===== src/design/mdel_pkg.sv =====
// ----------------------------------------------------------------------------
// mdel_pkg: shared types and constants
// Transaction payload structs, a pin polarity mask, reset values and edge codes
// for the multi-input debounce and edge latch block.
// ----------------------------------------------------------------------------
package mdel_pkg;

    // Field widths.
    localparam int PIN_W   = 8;
    localparam int DIP_W   = 6;
    localparam int CLR_W   = 4;
    localparam int EDGE_W  = 2;
    localparam int LED_W   = 6;
    localparam int TRACK_N = 4;
    localparam int LIMIT_W = 8;

    // Raw pins b0..b4 are active low, b5..b7 active high.
    localparam logic [PIN_W-1:0] ACTIVE_LOW_MASK = 8'h1F;

    // Level registers of up, down and switch3 start high, sen2 starts low.
    localparam logic [TRACK_N-1:0] PIN_LEVEL_RESET = 4'h7;

    // Prescaler defaults.
    localparam logic [LIMIT_W-1:0] LIMIT_RESET = 8'd5;
    localparam logic [LIMIT_W-1:0] TICK_MAX    = 8'hFF;

    // Sticky edge codes.
    localparam logic [EDGE_W-1:0] EDGE_NONE = 2'd0;
    localparam logic [EDGE_W-1:0] EDGE_FALL = 2'd1;
    localparam logic [EDGE_W-1:0] EDGE_RISE = 2'd2;

    // Raw pin positions.
    localparam int PIN_UP      = 0;
    localparam int PIN_DOWN    = 1;
    localparam int PIN_SWITCH3 = 3;
    localparam int PIN_SEN1    = 4;
    localparam int PIN_SEN2    = 5;
    localparam int PIN_LIM_UP  = 6;
    localparam int PIN_LIM_DN  = 7;

    typedef struct packed {
        logic [PIN_W-1:0] raw_pins;
        logic [DIP_W-1:0] raw_dip_pins;
        logic [CLR_W-1:0] clear_edges;
    } in_item_t;

    typedef struct packed {
        logic [PIN_W-1:0]  stable_inputs;
        logic [DIP_W-1:0]  stable_dip;
        logic [EDGE_W-1:0] up_edge;
        logic [EDGE_W-1:0] down_edge;
        logic [EDGE_W-1:0] switch3_edge;
        logic [EDGE_W-1:0] sen2_edge;
        logic [LED_W-1:0]  led_drive;
    } out_item_t;

endpackage


===== src/design/mdel_debounce.sv =====
// ----------------------------------------------------------------------------
// mdel_debounce: sample history and agreement filter
// Keeps the previous samples of a bus and takes over a new sample as the
// stable value only when it matches every stored sample.
// ----------------------------------------------------------------------------
module mdel_debounce #(
    parameter int WIDTH = 8,
    parameter int DEPTH = 2
) (
    input  logic             aclk,
    input  logic             aresetn,
    input  logic             sample_en,
    input  logic [WIDTH-1:0] sample_value,
    output logic [WIDTH-1:0] stable_next
);

    logic [WIDTH-1:0] hist_reg [DEPTH];
    logic [WIDTH-1:0] stable_reg;
    logic             agree;

    // The new sample agrees when all stored samples equal it.
    always_comb begin
        agree = 1'b1;
        for (int i = 0; i < DEPTH; i++) begin
            if (hist_reg[i] != sample_value) begin
                agree = 1'b0;
            end
        end
    end

    // Next stable value, visible in the same cycle for the result register.
    assign stable_next = (sample_en && agree) ? sample_value : stable_reg;

    // History shift and stable register update.
    always_ff @(posedge aclk) begin
        if (!aresetn) begin
            for (int i = 0; i < DEPTH; i++) begin
                hist_reg[i] <= '0;
            end
            stable_reg <= '0;
        end else if (sample_en) begin
            hist_reg[0] <= sample_value;
            for (int i = 1; i < DEPTH; i++) begin
                hist_reg[i] <= hist_reg[i-1];
            end
            stable_reg <= stable_next;
        end
    end

endmodule


===== src/design/multi_input_debounce_edge_latch.sv =====
// ----------------------------------------------------------------------------
// multi_input_debounce_edge_latch: pin debounce with sticky edge flags
// A prescaler picks one tick in every limit+2 as a sample, or one in every
// limit+1 when the limit is 255. Samples are polarity corrected and debounced,
// four pins latch edge codes and six LED mirror bits follow the raw sample.
//
// Channel   Direction  Handshake              Payload
// s_        in         s_valid / s_ready      s_data  (mdel_pkg::in_item_t)
// m_        out        m_valid / m_ready      m_data  (mdel_pkg::out_item_t)
// cfg_      in         cfg_valid / cfg_ready  cfg_data (sample_prescale_limit)
//
// Each accepted transaction is one tick and yields one result transaction in the
// next cycle; a new transaction can be taken every cycle unless m_ready stalls it.
// The result register decouples the sides: input is taken whenever the result
// register is empty or being drained in the same cycle.
// Reset is synchronous and active low; no clearing pass is needed.
// Configuration writes are taken in any cycle.
// ----------------------------------------------------------------------------
module multi_input_debounce_edge_latch #(
    parameter int AGREE_SAMPLES = 3
) (
    input  logic                  aclk,
    input  logic                  aresetn,
    input  logic                  s_valid,
    output logic                  s_ready,
    input  mdel_pkg::in_item_t    s_data,
    output logic                  m_valid,
    input  logic                  m_ready,
    output mdel_pkg::out_item_t   m_data,
    input  logic                  cfg_valid,
    output logic                  cfg_ready,
    input  logic [mdel_pkg::LIMIT_W-1:0] cfg_data
);

    localparam int HIST_DEPTH = AGREE_SAMPLES - 1;

    logic [mdel_pkg::LIMIT_W-1:0] limit_reg;
    logic [mdel_pkg::LIMIT_W-1:0] tick_count_reg;
    logic [mdel_pkg::LIMIT_W-1:0] tick_count_next;
    logic [mdel_pkg::TRACK_N-1:0] pin_levels_reg;
    logic [mdel_pkg::TRACK_N-1:0] pin_levels_next;
    logic [mdel_pkg::EDGE_W-1:0]  edge_reg  [mdel_pkg::TRACK_N];
    logic [mdel_pkg::EDGE_W-1:0]  edge_next [mdel_pkg::TRACK_N];
    logic [mdel_pkg::LED_W-1:0]   led_reg;
    logic [mdel_pkg::LED_W-1:0]   led_next;
    logic                         m_valid_reg;
    mdel_pkg::out_item_t          m_data_reg;
    mdel_pkg::out_item_t          m_data_next;

    logic                         s_accept;
    logic                         sample;
    logic                         step_sample;
    logic [mdel_pkg::PIN_W-1:0]   act_pins;
    logic [mdel_pkg::DIP_W-1:0]   act_dip;
    logic [mdel_pkg::TRACK_N-1:0] track_pins;
    logic [mdel_pkg::PIN_W-1:0]   stable_pins_next;
    logic [mdel_pkg::DIP_W-1:0]   stable_dip_next;

    // Handshakes.
    assign s_ready   = !m_valid_reg || m_ready;
    assign s_accept  = s_valid && s_ready;
    assign cfg_ready = 1'b1;
    assign m_valid   = m_valid_reg;
    assign m_data    = m_data_reg;

    // Prescaler: sample when the count passes the limit or hits its top.
    assign sample          = (tick_count_reg > limit_reg) ||
                             (tick_count_reg == mdel_pkg::TICK_MAX);
    assign step_sample     = s_accept && sample;
    assign tick_count_next = sample ? '0 : tick_count_reg + 1'b1;

    // Polarity correction of the raw sample, and the raw levels of the tracked pins.
    assign act_pins   = s_data.raw_pins ^ mdel_pkg::ACTIVE_LOW_MASK;
    assign act_dip    = ~s_data.raw_dip_pins;
    assign track_pins = {s_data.raw_pins[mdel_pkg::PIN_SEN2],
                         s_data.raw_pins[mdel_pkg::PIN_SWITCH3],
                         s_data.raw_pins[mdel_pkg::PIN_DOWN],
                         s_data.raw_pins[mdel_pkg::PIN_UP]};

    // Debounce filters for the pin bus and the DIP bus.
    mdel_debounce #(
        .WIDTH (mdel_pkg::PIN_W),
        .DEPTH (HIST_DEPTH)
    ) u_pin_filter (
        .aclk         (aclk),
        .aresetn      (aresetn),
        .sample_en    (step_sample),
        .sample_value (act_pins),
        .stable_next  (stable_pins_next)
    );

    mdel_debounce #(
        .WIDTH (mdel_pkg::DIP_W),
        .DEPTH (HIST_DEPTH)
    ) u_dip_filter (
        .aclk         (aclk),
        .aresetn      (aresetn),
        .sample_en    (step_sample),
        .sample_value (act_dip),
        .stable_next  (stable_dip_next)
    );

    // Edge codes: clears first, then a fresh edge on this sample wins.
    always_comb begin
        pin_levels_next = pin_levels_reg;
        for (int i = 0; i < mdel_pkg::TRACK_N; i++) begin
            edge_next[i] = s_data.clear_edges[i] ? mdel_pkg::EDGE_NONE : edge_reg[i];
            if (sample) begin
                if (!track_pins[i] && pin_levels_reg[i]) begin
                    edge_next[i] = mdel_pkg::EDGE_FALL;
                end else if (track_pins[i] && !pin_levels_reg[i]) begin
                    edge_next[i] = mdel_pkg::EDGE_RISE;
                end
                pin_levels_next[i] = track_pins[i];
            end
        end
    end

    // LED mirror bits follow the raw sample; sen1 polarity set by DIP bit 0.
    always_comb begin
        led_next = led_reg;
        if (sample) begin
            led_next = {s_data.raw_pins[mdel_pkg::PIN_LIM_DN],
                        s_data.raw_pins[mdel_pkg::PIN_LIM_UP],
                        s_data.raw_pins[mdel_pkg::PIN_SEN2],
                        s_data.raw_pins[mdel_pkg::PIN_SEN1] ^ s_data.raw_dip_pins[0],
                        ~s_data.raw_pins[mdel_pkg::PIN_DOWN],
                        ~s_data.raw_pins[mdel_pkg::PIN_UP]};
        end
    end

    // Result assembled from the state after this tick.
    always_comb begin
        m_data_next.stable_inputs = stable_pins_next;
        m_data_next.stable_dip    = stable_dip_next;
        m_data_next.up_edge       = edge_next[0];
        m_data_next.down_edge     = edge_next[1];
        m_data_next.switch3_edge  = edge_next[2];
        m_data_next.sen2_edge     = edge_next[3];
        m_data_next.led_drive     = led_next;
    end

    // Control and state registers.
    always_ff @(posedge aclk) begin
        if (!aresetn) begin
            limit_reg      <= mdel_pkg::LIMIT_RESET;
            tick_count_reg <= '0;
            pin_levels_reg <= mdel_pkg::PIN_LEVEL_RESET;
            led_reg        <= '0;
            m_valid_reg    <= 1'b0;
            for (int i = 0; i < mdel_pkg::TRACK_N; i++) begin
                edge_reg[i] <= mdel_pkg::EDGE_NONE;
            end
        end else begin
            if (cfg_valid && cfg_ready) begin
                limit_reg <= cfg_data;
            end
            if (s_accept) begin
                tick_count_reg <= tick_count_next;
                pin_levels_reg <= pin_levels_next;
                led_reg        <= led_next;
                for (int i = 0; i < mdel_pkg::TRACK_N; i++) begin
                    edge_reg[i] <= edge_next[i];
                end
                m_valid_reg <= 1'b1;
            end else if (m_ready) begin
                m_valid_reg <= 1'b0;
            end
        end
    end

    // Result payload register.
    always_ff @(posedge aclk) begin
        if (s_accept) begin
            m_data_reg <= m_data_next;
        end
    end

endmodule

===== config.mk =====
export PLATFORM = sky130hd
export DESIGN_NAME = multi_input_debounce_edge_latch
export DESIGN_NICKNAME = d
export VERILOG_FILES = /design/src/design/mdel_pkg.sv /design/src/design/mdel_debounce.sv /design/src/design/multi_input_debounce_edge_latch.sv
export SDC_FILE = /design/constraint.sdc
export NUM_CORES = 1
export LEC_CHECK = 0
export ABC_AREA = 1
export BUFFER_PORTS_ARGS = -buffer_cell sky130_fd_sc_hd__buf_2
export CORE_MARGIN = 1.5
export CORE_UTILIZATION = 37
export DETAILED_ROUTE_END_ITERATION = 6
export HOLD_SLACK_MARGIN = 0.06
export MAX_ROUTING_LAYER = met4
export PLACE_DENSITY_LB_ADDON = 0.15
export SETUP_SLACK_MARGIN = 0.3
export SLEW_MARGIN = 20
export SYNTH_ARGS = -nofsm -noshare
export SYNTH_HDL_FRONTEND = slang
export SYNTH_SLANG_ARGS = --single-unit

===== constraint.sdc =====
create_clock -name aclk -period 4.5 [get_ports aclk]
set_input_delay 0.45 -clock aclk [delete_from_list [all_inputs] [get_ports aclk]]
set_output_delay 0.45 -clock aclk [all_outputs]
set_load 0.01 [all_outputs]

==> impl_metrics.csv <==
group,metric,value,unit
synth,async_flop_share,0,%
clock_network,cts_sinks,105,
sta,rsz0062_at_grt,"no",
synth,syn_inst,527,
clock_network,postCtsResizedCells,0,
sta,setup-tns-final,0,ps
floorplanning,dieWidth,117.0,um
global_routing,grt_max_degree,45,
job,cap_violations,0,
clock_network,worst_skew_pair.late_latency,350,ps
worst_hold_path,min_to,"limit_reg[0]$_SDFFE_PN1P_",
synth,synth.avg_cell_area,9.126,um^2
final_layout,final_cell_area,5502,um^2
floorplanning,fp.dieH,117.0,um
synth,ys.flop_type,"edfxtp_1",
worst_setup_path,arrival,2600,ps
power_and_ir_drop,ir_worst_vdd,0.1646,mV
final_layout,num_antenna_cells,0,
clock_network,path_clk_slew,60,ps
floorplanning,initial_core_util,37.96,%
final_layout,areaGrowthSynthToFinish,14.39,%
worst_hold_path,hold-path-cell-count,3,
power_and_ir_drop,leakage,2.549,nW
route,vias,3432,
worst_setup_path,critPathMaxFanout,44,
synth,synth_enable_flop_cells,64,
floorplanning,num_rows,41,
worst_setup_path,crit_path_start_kind,"flip-flop",
final_layout,largest_register_ff_count,28,
floorplanning,die-area,13690,um^2
global_routing,track_usage,15.02,%
synth,synth.yosys.seq_area_share,57.02,%
floorplanning,num_io_pins,62,
worst_setup_path,reg2regPathDepth,11,
sta,fin_skew,7.977,ps
worst_setup_path,regToRegSetupSlack,1880,ps
sta,hold_slack,301.4,ps
route,routed_wl,9.173,mm
worst_setup_path,crit_required,4470,ps
clock_network,root_buffer,"clkbuf_16",
placement,place.gp.congestion,0.7744,
worst_setup_path,worstReg2RegEnd,"u_pin_filter.hist_reg[0][15]$_SDFFCE_PN0P_",
global_routing,grt.busiest_layer,"met2",
clock_network,cts_hold_buf,0,
floorplanning,core-area,12670,um^2
sta,hold_viol,0,
route,via_per_inst,4.516,
clock_network,postCtsSetupRepairBufs,0,
clock_network,ctsHtreeMaxLevel,3,
route,drt_first_iter_violations,199,
power_and_ir_drop,powerDensity,366.8,nW/um^2
worst_hold_path,hp-start,"cfg_data[0]",
global_routing,grt_use_met1,19.98,%
sta,setup_ws,1879,ps
placement,post-dp-hpwl,6.497,mm
placement,pre_cts_ws,1835,ps
clock_network,cts_buffers,9,
placement,place_area,5201,um^2
global_routing,met2_usage,22.11,%
worst_setup_path,crit_type,"flip-flop to flip-flop",
worst_setup_path,reg2reg_from,"tick_count_reg[3]$_SDFFE_PN0P_",
sta,maxSlewViolCount,0,
sta,clock.fmax,0.3815,GHz
final_layout,nets,623,
global_routing,grt_pass1_vias,3059,
sta,max-slew-margin-rel,41.86,%
final_layout,drive_gt1_share,15.65,%
clock_network,cts_max_path_buffers,2,
synth,ys_warn_count,0,
route,wl_per_cell,12.07,um
placement,port_buffers,60,
global_routing,grt_use_met3,2.884,%
global_routing,grt_pass1_wl,14.92,mm
synth,ys_ff_latch,105,
sta,final-setup-viol-count,0,
global_routing,grt_remaining_overflow,0,
clock_network,cts_tree,"built",
worst_hold_path,hold_path.class,"primary input to flip-flop",
power_and_ir_drop,finalPower,2.018,mW
global_routing,grt_antenna_before_repair,0,
final_layout,fillers,1273,
route,dr.pass1.iters,4,
outcome,status,"finished clean",
synth,synth.distinct_cells,39,
synth,synth_nets,567,
synth,syn_area,4810,um^2
worst_setup_path,end_kind,"flip-flop",
sta,period_needed,2621,ps
route,drc,0,
route,ant_nets,0,
sta,finalCritPeriodShare,58.25,%
sta,worstMarginPinSlew,869.0,ps
area by class of cell:
type | count | area (um^2) | area share, %
sequential | 105 | 2743 | 49.85
multi-input combinational | 324 | 1628 | 29.59
timing repair buffer | 61 | 307.8 | 5.595
inverter | 82 | 307.8 | 5.595
clock buffer | 13 | 260.3 | 4.731
tap | 172 | 215.2 | 3.912
clock inverter | 3 | 40.04 | 0.7278
how the worst max path moves through the flow:
stage | start | end | slack (ps) | depth (start not counted)
2_1_floorplan | m_ready | m_data[14]$_DFFE_PP_ | 2660 | 9
3_3_place_gp | limit_reg[7]$_SDFFE_PN0P_ | u_dip_filter.hist_reg[0][11]$_SDFFCE_PN0P_ | 1920 | 10
3_5_place_dp | tick_count_reg[3]$_SDFFE_PN0P_ | u_dip_filter.hist_reg[0][5]$_SDFFCE_PN0P_ | 1840 | 11
4_1_cts | tick_count_reg[3]$_SDFFE_PN0P_ | led_reg[3]$_SDFFE_PN0P_ | 1810 | 12
5_1_grt | tick_count_reg[3]$_SDFFE_PN0P_ | led_reg[3]$_SDFFE_PN0P_ | 1590 | 12
6_report | tick_count_reg[3]$_SDFFE_PN0P_ | u_pin_filter.hist_reg[0][15]$_SDFFCE_PN0P_ | 1880 | 11
stage by stage:
stage	instances	util (%)
floorplan	527	-
global route	760	43.42
CTS	760	43.42
finish	760	43.42
detailed placement	744	41.05
global placement	744	41.05
per-layer routing:
layer / vias to the layer above / wire (um)
li1: 1803 / -
met1: 1559 / 4542
met2: 57 / 4091
met3: 13 / 341
met4: 0 / 197
met5: - / 0
cell usage after synthesis (2+ instances only):
| cell | number | share of area, % |
|---|---|---|
| buf_4 | 4 | 0.62 |
| a21oi_1 | 26 | 2.7 |
| nand4_1 | 18 | 2.3 |
| xor2_1 | 14 | 2.5 |
| nand3_4 | 2 | 0.73 |
| buf_6 | 7 | 1.6 |
| nand3_2 | 2 | 0.42 |
| nand3_1 | 8 | 0.83 |
| xnor2_1 | 4 | 0.73 |
| nand3b_1 | 2 | 0.31 |
| buf_2 | 2 | 0.21 |
| dfxtp_1 | 41 | 17 |
| o21ai_0 | 13 | 1.4 |
| o21ai_1 | 9 | 0.94 |
| nand2_2 | 3 | 0.39 |
| nand2_1 | 126 | 9.8 |
| ha_1 | 9 | 2.3 |
| nor2_1 | 71 | 5.5 |
| inv_1 | 81 | 6.3 |
| or2_2 | 2 | 0.26 |
| edfxtp_1 | 64 | 40 |
| o22ai_1 | 2 | 0.26 |
placed cells by master, fill, tap and decap left out, types with 8 or more instances in the layout:
| cell type | synthesis | layout |
|---|---|---|
| nand2_1 | 126 | 126 |
| inv_1 | 81 | 80 |
| nor2_1 | 71 | 71 |
| edfxtp_1 | 64 | 64 |
| buf_2 | 2 | 60 |
| dfxtp_1 | 41 | 41 |
| a21oi_1 | 26 | 26 |
| nand4_1 | 18 | 18 |
| xor2_1 | 14 | 14 |
| o21ai_0 | 13 | 13 |
| o21ai_1 | 9 | 9 |
| ha_1 | 9 | 9 |
| clkbuf_16 | 0 | 9 |
| nand3_1 | 8 | 8 |
critical path, stage by stage (launching register included):
cell     delay, ps
dfxtp_1        370
ha_1           320
nand2_1         60
inv_1           60
nand2_1         60
nand2_1         50
nand2_1         40
nand2_1         50
nand2_1         80
nand2_4        360
nand2_1        120
nand2_2        670
where the power goes:
group	switching [mW]	internal, mW	leakage (nW)
Sequential	0.0134	1.06	0.995
Combinational	0.104	0.0502	1.40
Clock	0.332	0.460	0.150
logic make-up (layout without fill, tap and decap cells):
family	after synthesis	count (layout)	share of synthesized area [%]
DFF	105	105	57.02
AOI/OAI and AO/OA	54	54	5.879
adders and majority gates	9	9	2.341
other	1	1	0.07797
xor gates and xnor gates	18	18	3.278
buffers and inverters	98	159	9.131
and+or+nand+nor	242	242	22.27
Note: power is estimated with default switching activity, not from simulation.
